### config.mk
export PLATFORM = sky130hd
export DESIGN_NAME = energy_vad_segmenter_core
export DESIGN_NICKNAME = d
export VERILOG_FILES = /design/src/design/evs_pkg.sv /design/src/design/evs_frontend.sv /design/src/design/evs_tracker.sv /design/src/design/energy_vad_segmenter_core.sv
export SDC_FILE = /design/constraint.sdc
export NUM_CORES = 2
export LEC_CHECK = 0
export BUFFER_PORTS_ARGS = -buffer_cell sky130_fd_sc_hd__buf_2
export CELL_PAD_IN_SITES_DETAIL_PLACEMENT = 0
export CELL_PAD_IN_SITES_GLOBAL_PLACEMENT = 1
export CORE_MARGIN = 3
export CORE_UTILIZATION = 35
export DETAILED_ROUTE_END_ITERATION = 8
export PLACE_DENSITY_LB_ADDON = 0.05
export SLEW_MARGIN = 40
export SYNTH_ARGS = -nofsm -noshare
export SYNTH_HDL_FRONTEND = slang
export SYNTH_SLANG_ARGS = --single-unit
### constraint.sdc
create_clock -name clk -period 14.6 [get_ports clk]
set_input_delay 2.92 -clock clk [delete_from_list [all_inputs] [get_ports clk]]
set_output_delay 2.92 -clock clk [all_outputs]
set_load 0.02 [all_outputs]
### src/design/evs_pkg.sv
// shared constants, register codes and types for the energy vad segmenter
`default_nettype none

package evs_pkg;

  localparam int DEF_SAMPLE_BITS = 16;
  localparam int DEF_INDEX_BITS  = 32;
  localparam int MAX_FRAME       = 4096;

  localparam int FS_W     = 13;
  localparam int ENERGY_W = 43;
  localparam int LEN_W    = 20;
  localparam int CNT_W    = 21;
  localparam int OVL_W    = 19;
  localparam int START_W  = 32;

  localparam int CFG_ADDR_W = 3;
  localparam int CFG_DATA_W = ENERGY_W;

  localparam int OUT_LEN_LSB = START_W;
  localparam int OUT_OVL_LSB = START_W + CNT_W;
  localparam int OUT_DATA_W  = START_W + CNT_W + OVL_W;

  localparam logic [CFG_ADDR_W-1:0] REG_FRAME_SAMPLES = 3'd0;
  localparam logic [CFG_ADDR_W-1:0] REG_THRESHOLD     = 3'd1;
  localparam logic [CFG_ADDR_W-1:0] REG_MIN_SPEECH    = 3'd2;
  localparam logic [CFG_ADDR_W-1:0] REG_HANGOVER      = 3'd3;
  localparam logic [CFG_ADDR_W-1:0] REG_MAX_SEGMENT   = 3'd4;
  localparam logic [CFG_ADDR_W-1:0] REG_OVERLAP       = 3'd5;

  localparam logic [FS_W-1:0]     RST_FRAME_SAMPLES = 13'd480;
  localparam logic [ENERGY_W-1:0] RST_THRESHOLD     = 43'd4800000;
  localparam logic [LEN_W-1:0]    RST_MIN_SPEECH    = 20'd4000;
  localparam logic [LEN_W-1:0]    RST_HANGOVER      = 20'd8000;
  localparam logic [LEN_W-1:0]    RST_MAX_SEGMENT   = 20'd480000;
  localparam logic [LEN_W-1:0]    RST_OVERLAP       = 20'd0;

  localparam logic CMD_SAMPLE = 1'b0;
  localparam logic CMD_FLUSH  = 1'b1;

  typedef struct packed {
    logic [FS_W-1:0]     frame_samples;
    logic [ENERGY_W-1:0] threshold;
    logic [LEN_W-1:0]    min_speech;
    logic [LEN_W-1:0]    hangover;
    logic [LEN_W-1:0]    max_segment;
    logic [LEN_W-1:0]    overlap;
  } cfg_t;

  typedef struct packed {
    logic [START_W-1:0] start;
    logic [CNT_W-1:0]   length;
    logic               cont;
    logic [OVL_W-1:0]   overlap;
  } seg_t;

endpackage

`default_nettype wire

### src/design/evs_frontend.sv
// input register and squaring stage
`default_nettype none

module evs_frontend #(
  parameter int SAMPLE_BITS = evs_pkg::DEF_SAMPLE_BITS
) (
  input  wire logic                          clk,
  input  wire logic                          rst,
  input  wire logic                          in_valid,
  output logic                               in_ready,
  input  wire logic                          in_cmd,
  input  wire logic signed [SAMPLE_BITS-1:0] in_sample,
  output logic                               out_valid,
  input  wire logic                          out_take,
  output logic                               out_cmd,
  output logic [2*SAMPLE_BITS-1:0]           out_sq
);
  import evs_pkg::*;

  logic                          s1_valid;
  logic                          s1_cmd;
  logic signed [SAMPLE_BITS-1:0] s1_sample;
  logic signed [2*SAMPLE_BITS-1:0] product;
  logic                          s2_free;

  assign s2_free  = !out_valid || out_take;
  assign in_ready = !s1_valid || s2_free;
  assign product  = s1_sample * s1_sample;

  always_ff @(posedge clk) begin
    if (rst) begin
      s1_valid  <= 1'b0;
      out_valid <= 1'b0;
    end else begin
      if (in_ready) s1_valid <= in_valid;
      if (s2_free) out_valid <= s1_valid;
    end
    if (in_valid && in_ready) begin
      s1_cmd    <= in_cmd;
      s1_sample <= in_sample;
    end
    if (s1_valid && s2_free) begin
      out_cmd <= s1_cmd;
      out_sq  <= unsigned'(product);
    end
  end

endmodule

`default_nettype wire

### src/design/evs_tracker.sv
// frame energy accumulation and segment tracking state
`default_nettype none

module evs_tracker #(
  parameter int SAMPLE_BITS = evs_pkg::DEF_SAMPLE_BITS,
  parameter int INDEX_BITS  = evs_pkg::DEF_INDEX_BITS
) (
  input  wire logic                   clk,
  input  wire logic                   rst,
  input  wire logic                   step,
  input  wire logic                   cmd,
  input  wire logic [2*SAMPLE_BITS-1:0] sq,
  input  wire evs_pkg::cfg_t          cfg,
  output logic                        res_valid,
  output evs_pkg::seg_t               res
);
  import evs_pkg::*;

  localparam int SQ_W  = 2 * SAMPLE_BITS;
  localparam int SUM_W = ((SQ_W > ENERGY_W) ? SQ_W : ENERGY_W) + 1;
  localparam logic [SUM_W-1:0] ENERGY_MAX = SUM_W'({ENERGY_W{1'b1}});

  function automatic logic [CNT_W-1:0] sat_cnt(input logic [CNT_W-1:0] a,
                                               input logic [CNT_W-1:0] b);
    logic [CNT_W:0] s;
    s = {1'b0, a} + {1'b0, b};
    return s[CNT_W] ? {CNT_W{1'b1}} : s[CNT_W-1:0];
  endfunction

  logic [INDEX_BITS-1:0] sample_index, sample_index_next;
  logic [FS_W-1:0]       frame_fill, frame_fill_next;
  logic [ENERGY_W-1:0]   energy_acc, energy_acc_next;
  logic                  in_speech, in_speech_next;
  logic [INDEX_BITS-1:0] segment_start, segment_start_next;
  logic [CNT_W-1:0]      segment_length, segment_length_next;
  logic [CNT_W-1:0]      speech_count, speech_count_next;
  logic [CNT_W-1:0]      trailing_silence, trailing_silence_next;
  logic                  pending_continue, pending_continue_next;
  logic [OVL_W-1:0]      pending_overlap, pending_overlap_next;

  logic [FS_W-1:0]  frame_eff;
  logic [LEN_W-1:0] max_eff;
  logic [OVL_W-1:0] half_max;

  logic [SUM_W-1:0]      sum;
  logic [ENERGY_W-1:0]   acc_sat;
  logic [FS_W-1:0]       fill_inc;
  logic [INDEX_BITS-1:0] idx_inc;
  logic                  frame_done;
  logic                  is_speech;
  logic                  speech1;
  logic [INDEX_BITS-1:0] start1;
  logic [CNT_W-1:0]      len_base, len1, sc1, ts1;
  logic                  do_close, force_cap, qualifies;
  logic [CNT_W-1:0]      carry_lim;
  logic [OVL_W-1:0]      carry;

  // zero is used as one, oversize as the largest frame
  always_comb begin
    if (cfg.frame_samples == '0) frame_eff = FS_W'(1);
    else if (32'(cfg.frame_samples) > 32'(MAX_FRAME)) frame_eff = FS_W'(MAX_FRAME);
    else frame_eff = cfg.frame_samples;
  end

  assign max_eff  = (cfg.max_segment < LEN_W'(frame_eff)) ? LEN_W'(frame_eff)
                                                          : cfg.max_segment;
  assign half_max = max_eff[LEN_W-1:1];

  assign sum        = SUM_W'(energy_acc) + SUM_W'(sq);
  assign acc_sat    = (sum > ENERGY_MAX) ? {ENERGY_W{1'b1}} : sum[ENERGY_W-1:0];
  assign fill_inc   = frame_fill + 1'b1;
  assign idx_inc    = sample_index + 1'b1;
  assign frame_done = fill_inc >= frame_eff;
  assign is_speech  = acc_sat >= cfg.threshold;

  always_comb begin
    speech1   = in_speech;
    start1    = segment_start;
    len_base  = segment_length;
    len1      = segment_length;
    sc1       = speech_count;
    ts1       = trailing_silence;
    do_close  = 1'b0;
    force_cap = 1'b0;

    sample_index_next = sample_index;
    frame_fill_next   = '0;
    energy_acc_next   = '0;

    if (cmd == CMD_FLUSH) begin
      // partial frame folds into an open segment, then it closes
      if (in_speech) begin
        len1     = sat_cnt(segment_length, CNT_W'(frame_fill));
        do_close = 1'b1;
      end
    end else begin
      sample_index_next = idx_inc;
      if (!frame_done) begin
        frame_fill_next = fill_inc;
        energy_acc_next = acc_sat;
      end else begin
        if (is_speech) begin
          speech1 = 1'b1;
          if (!in_speech) begin
            len_base = '0;
            start1   = idx_inc - INDEX_BITS'(fill_inc);
          end
          ts1  = '0;
          len1 = sat_cnt(len_base, CNT_W'(fill_inc));
          sc1  = sat_cnt(speech_count, CNT_W'(fill_inc));
        end else if (in_speech) begin
          len1 = sat_cnt(segment_length, CNT_W'(fill_inc));
          ts1  = sat_cnt(trailing_silence, CNT_W'(fill_inc));
          if (ts1 >= CNT_W'(cfg.hangover)) do_close = 1'b1;
        end
        if (speech1 && !do_close && len1 >= CNT_W'(max_eff)) begin
          do_close  = 1'b1;
          force_cap = 1'b1;
        end
      end
    end
  end

  assign qualifies = sc1 >= CNT_W'(cfg.min_speech);

  // tail carried over a cap close: min(overlap, length, max/2)
  always_comb begin
    carry_lim = CNT_W'(cfg.overlap);
    if (len1 < carry_lim) carry_lim = len1;
    if (CNT_W'(half_max) < carry_lim) carry_lim = CNT_W'(half_max);
    if (force_cap && cfg.overlap != '0 && qualifies && ts1 == '0) begin
      carry = carry_lim[OVL_W-1:0];
    end else begin
      carry = '0;
    end
  end

  always_comb begin
    in_speech_next        = speech1;
    segment_start_next    = start1;
    segment_length_next   = len1;
    speech_count_next     = sc1;
    trailing_silence_next = ts1;
    pending_continue_next = pending_continue;
    pending_overlap_next  = pending_overlap;
    res_valid             = 1'b0;
    res.start             = START_W'(start1);
    res.length            = len1;
    res.cont              = pending_continue;
    res.overlap           = pending_continue ? pending_overlap : '0;

    if (do_close) begin
      res_valid             = qualifies;
      trailing_silence_next = '0;
      speech_count_next     = '0;
      pending_continue_next = 1'b0;
      pending_overlap_next  = '0;
      if (carry != '0) begin
        segment_start_next    = start1 + INDEX_BITS'(len1) - INDEX_BITS'(carry);
        segment_length_next   = CNT_W'(carry);
        speech_count_next     = CNT_W'(carry);
        pending_continue_next = 1'b1;
        pending_overlap_next  = carry;
      end else begin
        in_speech_next      = 1'b0;
        segment_length_next = '0;
      end
    end
  end

  always_ff @(posedge clk) begin
    if (rst) begin
      sample_index     <= '0;
      frame_fill       <= '0;
      energy_acc       <= '0;
      in_speech        <= 1'b0;
      segment_start    <= '0;
      segment_length   <= '0;
      speech_count     <= '0;
      trailing_silence <= '0;
      pending_continue <= 1'b0;
      pending_overlap  <= '0;
    end else if (step) begin
      sample_index     <= sample_index_next;
      frame_fill       <= frame_fill_next;
      energy_acc       <= energy_acc_next;
      in_speech        <= in_speech_next;
      segment_start    <= segment_start_next;
      segment_length   <= segment_length_next;
      speech_count     <= speech_count_next;
      trailing_silence <= trailing_silence_next;
      pending_continue <= pending_continue_next;
      pending_overlap  <= pending_overlap_next;
    end
  end

endmodule

`default_nettype wire

### src/design/energy_vad_segmenter_core.sv
// energy vad segmenter top level: config registers, pipeline and result register
// closing transactions pass the input and square registers; descriptors are then registered
// throughput: one transaction per cycle unless a closing result waits on m_tready
// stages: input register, square register, segment state with result register
// reset: synchronous rst empties the pipeline, clears all segment state and
// returns the config registers to their default values
`default_nettype none

module energy_vad_segmenter_core #(
  parameter int SAMPLE_BITS = evs_pkg::DEF_SAMPLE_BITS,
  parameter int INDEX_BITS  = evs_pkg::DEF_INDEX_BITS
) (
  input  wire logic                               clk,
  input  wire logic                               rst,
  input  wire logic                               s_tvalid,
  output logic                                    s_tready,
  // sample
  input  wire logic [((SAMPLE_BITS+7)/8)*8-1:0]   s_tdata,
  // cmd
  input  wire logic                               s_tuser,
  output logic                                    m_tvalid,
  input  wire logic                               m_tready,
  // seg_start, seg_length, carried_overlap
  output logic [evs_pkg::OUT_DATA_W-1:0]          m_tdata,
  // continues_previous
  output logic                                    m_tuser,
  input  wire logic                               cfg_we,
  input  wire logic [evs_pkg::CFG_ADDR_W-1:0]     cfg_addr,
  input  wire logic [evs_pkg::CFG_DATA_W-1:0]     cfg_wdata
);
  import evs_pkg::*;

  cfg_t                     cfg;
  logic                     fe_valid;
  logic                     fe_cmd;
  logic [2*SAMPLE_BITS-1:0] fe_sq;
  logic                     step;
  logic                     res_valid;
  seg_t                     res;
  seg_t                     out_res;

  always_ff @(posedge clk) begin
    if (rst) begin
      cfg.frame_samples <= RST_FRAME_SAMPLES;
      cfg.threshold     <= RST_THRESHOLD;
      cfg.min_speech    <= RST_MIN_SPEECH;
      cfg.hangover      <= RST_HANGOVER;
      cfg.max_segment   <= RST_MAX_SEGMENT;
      cfg.overlap       <= RST_OVERLAP;
    end else if (cfg_we) begin
      unique case (cfg_addr)
        REG_FRAME_SAMPLES: cfg.frame_samples <= cfg_wdata[FS_W-1:0];
        REG_THRESHOLD:     cfg.threshold     <= cfg_wdata[ENERGY_W-1:0];
        REG_MIN_SPEECH:    cfg.min_speech    <= cfg_wdata[LEN_W-1:0];
        REG_HANGOVER:      cfg.hangover      <= cfg_wdata[LEN_W-1:0];
        REG_MAX_SEGMENT:   cfg.max_segment   <= cfg_wdata[LEN_W-1:0];
        REG_OVERLAP:       cfg.overlap       <= cfg_wdata[LEN_W-1:0];
        default: ;
      endcase
    end
  end

  evs_frontend #(
    .SAMPLE_BITS(SAMPLE_BITS)
  ) u_frontend (
    .clk      (clk),
    .rst      (rst),
    .in_valid (s_tvalid),
    .in_ready (s_tready),
    .in_cmd   (s_tuser),
    .in_sample(signed'(s_tdata[SAMPLE_BITS-1:0])),
    .out_valid(fe_valid),
    .out_take (step),
    .out_cmd  (fe_cmd),
    .out_sq   (fe_sq)
  );

  // a transaction that closes nothing never waits on the result register
  assign step = fe_valid && (!res_valid || !m_tvalid || m_tready);

  evs_tracker #(
    .SAMPLE_BITS(SAMPLE_BITS),
    .INDEX_BITS (INDEX_BITS)
  ) u_tracker (
    .clk      (clk),
    .rst      (rst),
    .step     (step),
    .cmd      (fe_cmd),
    .sq       (fe_sq),
    .cfg      (cfg),
    .res_valid(res_valid),
    .res      (res)
  );

  always_ff @(posedge clk) begin
    if (rst) begin
      m_tvalid <= 1'b0;
    end else if (step && res_valid) begin
      m_tvalid <= 1'b1;
    end else if (m_tready) begin
      m_tvalid <= 1'b0;
    end
    if (step && res_valid) out_res <= res;
  end

  assign m_tdata = {out_res.overlap, out_res.length, out_res.start};
  assign m_tuser = out_res.cont;

endmodule

`default_nettype wire

==> results.py <==
metrics = {
    "status": {
        "status": "finished, final reports clean",
    },
    "final_layout": {
        "drive_gt1_share_pct": 12.87,
        "nNetsFinal": 5784,
        "regArea_mm2": 0.01053,
        "syn_to_final_growth_pct": 15.75,
        "multi_input_area_mm2": 0.02743,
        "final_cells": 6608,
        "stdcell_area_mm2": 0.04674,
        "nFillCells": 11660,
    },
    "worst_setup_path": {
        "worst-path-buf-inv": 5,
        "cpMostUsedCell": "a21oi_2",
        "end_kind": "register",
        "startpoint": "u_tracker.energy_acc[0]",
        "critPathLaunchType": "register",
        "cpPeakStageDelay_ps": 480,
        "cp.required_ps": 15170,
        "cp_max_fo": 7,
        "worstReg2RegStart": "u_tracker.energy_acc[0]",
        "critical_path.top_delay_family": "compound AO/OA/AOI/OAI gates",
        "worstSetupPathType": "reg2reg",
        "crit_arrival_ps": 14240,
        "critPathSlowestCell": "fa_1",
    },
    "floorplanning": {
        "coreArea_mm2": 0.1134,
        "fp.dieH_um": 345.7,
        "die_w_um": 345.7,
        "design.die.area_mm2": 0.1195,
        "pin_count": 143,
        "initial_core_util_pct": 35.60,
        "fp-row-count": 123,
    },
    "synthesis": {
        "synth_fp_nets": 5510,
        "synth_area_leaders": "dfxtp_1 17%, fa_1 13%, ha_1 12%",
        "netlist-cell-type-count": 102,
        "synth_flop_cell": "dfxtp_1",
        "yosys.area.top_type_share_pct": 17.01,
        "ys_seq_area_share_pct": 26.08,
        "synth-edff-count": 122,
        "synth_top_area_cell": "dfxtp_1",
        "ys_seq_elements": 465,
        "synth.cell_area_mm2": 0.04038,
        "synth_warnings": 0,
        "netlist_instances": 4782,
        "syn_avg_cell_area_um2": 8.444,
        "async_reset_ff_share_pct": 0,
    },
    "cts": {
        "cts.sinks": 465,
        "cts_tree": "done",
        "hold_buffers": 0,
        "ctsRootBufferMaster": "clkbuf_16",
        "cts.clk_slew.worst_paths_ps": 60,
        "h-tree-depth": 2,
        "clock_latency_ps": 690,
        "cts_buffers": 59,
        "cts_buffer_depth": 3,
    },
    "sta": {
        "setup_ws_ps": 931.6,
        "tightestPinTransition_ps": 897.2,
        "finalCritPeriodShare_pct": 93.62,
        "finalCriticalPeriod_ps": 13670,
        "max_clock_freq_ghz": 0.07316,
        "hold_viol_final": 0,
        "drv_slew": 0,
        "finalSetupViolCount": 0,
        "whs_ps": 424.8,
        "finClkSkew_ps": 58.15,
        "relSlewSlack_pct": 39.78,
    },
    "detailed_routing": {
        "wl_per_cell_um": 21.79,
        "final_antenna_net_count": 0,
        "drt-initial-drc-count": 1980,
        "vias": 34380,
        "vias_per_cell": 5.203,
        "drt-pass1-iter-count": 5,
        "post-route-drc-count": 0,
        "wirelength_um": 144000,
    },
    "grt": {
        "grt_usage_pct": 23.76,
        "grt_pass1_wl_um": 219200,
        "globalRouteOverflowTotal": 0,
        "antenna_found_initial": 3,
        "grt_max_degree": 83,
        "first_global_vias": 34600,
    },
    "placement": {
        "dp_hpwl_um": 112400,
        "dp.cells": 6486,
        "placed_area_mm2": 0.04427,
        "pre_cts_slack_ps": -756.8,
        "portBuffers": 142,
        "place.gp.congestion": 0.9229,
    },
    "pwr": {
        "vdd_drop_max_uv": 1076,
        "powerDensity_mw_per_mm2": 204.9,
        "power_leakage_nw": 20.68,
    },
    "worst_hold_path": {
        "hold_class": "reg2reg",
        "hp-start": "u_frontend.s1_cmd",
    },
    "run": {
        "cap_violations": 0,
    },
}
area by class of cell:
class,instances,share of cell area [%]
Multi-Input combinational cell,3552,58.69
Sequential cell,465,22.53
Timing Repair Buffer,408,5.975
Clock inverter,27,0.6693
Inverter,570,4.578
Antenna cell,2,0.01071
Clock buffer,84,3.534
Tap cell,1500,4.016
report_power, final:
group,internal [W],switching (W)
combinational,0.00279,0.00353
sequential,0.00171,0.0000507
clock,0.000863,0.000632
total,0.00536,0.00422
logic make-up after synthesis:
| kind of cell | after synthesis | synth area share [%] |
|---|---|---|
| AOI/OAI and AO/OA | 1066 | 17.05 |
| buffers and inverters | 765 | 7.260 |
| and+or+nand+nor | 1514 | 17.16 |
| DFF | 465 | 26.08 |
| adders and majority gates | 660 | 25.40 |
| muxes | 68 | 1.760 |
| xor gates and xnor gates | 244 | 5.293 |
placed cells by master (no fill, tap or decap), types with 31 or more instances in the layout:
cell type and instances:
edfxtp_1 122, a21o_1 64, clkbuf_16 60, nor2b_1 40
and3_1 41, nand2b_1 37, dfxtp_1 343, o21ai_0 156
nand4_1 32, and2_1 95, xor2_1 91, buf_2 141
o21a_1 36, nand2_1 637, fa_1 266, nor2_1 324
a21oi_1 356, nor3_1 74, ha_1 390, a211oi_1 60
xnor2_1 152, a22o_1 36, buf_4 255, inv_1 567
mux2i_1 49, nand3_1 95, o22ai_1 31
worst paths after layout:
| path | endpoint | depth (start not counted) | slack [ps] |
|---|---|---|---|
| worst max-delay path | u_tracker.segment_start[31] | 76 | 930 |
| worst min-delay path | u_frontend.out_cmd | 0 | 420 |
| worst max register to register | u_tracker.segment_start[31] | 76 | 930 |
| worst min register to register | u_frontend.out_cmd | 0 | 420 |
sequential cells by signal (all words and copies together) (netlist names), 13 cells and up:
name / count
u_tracker.trailing_silence: 21
u_tracker.segment_start: 32
cfg: 136
u_tracker.energy_acc: 43
u_tracker.frame_fill: 13
u_tracker.sample_index: 32
u_tracker.segment_length: 21
u_frontend.s1_sample: 16
m_tdata: 72
u_tracker.speech_count: 21
u_frontend.out_sq: 31
u_tracker.pending_overlap: 19
routing by layer:
| metal | wire length, µm | up-vias | GRT usage, % |
|---|---|---|---|
| li1 | - | 16840 | - |
| met1 | 64920 | 16730 | 31.24 |
| met2 | 68830 | 608 | 40.55 |
| met3 | 4620 | 204 | 2.311 |
| met4 | 5637 | 0 | 8.531 |
| met5 | 0 | - | 0 |
cell usage after synthesis, types with 98 or more instances:
cell / count
xnor2_1: 153
a21oi_1: 373
inv_1: 567
nand3_1: 98
fa_1: 266
clkbuf_1: 168
edfxtp_1: 122
ha_1: 394
dfxtp_1: 343
o21ai_0: 167
nand2_1: 641
nor2_1: 333
stage by stage:
stage	setup TNS [ps]	utilization, %	power [W]
after CTS	0	40.81	0.009784
after global placement	-1787	38.95	0.008235
after detailed placement	-3129	39.03	0.008200
after floorplan	0	-	0.006300
final	0	41.21	0.009575
after global routing	-118.8	41.20	0.01054
repair_timing:
action / 4_1_cts / 5_1_grt
pin swaps: 1 / 44
buffers inserted: 0 / 5
resized for setup: 20 / 76
endpoints found under the setup margin: 11 / 22
(Power assumes the default switching activity.)
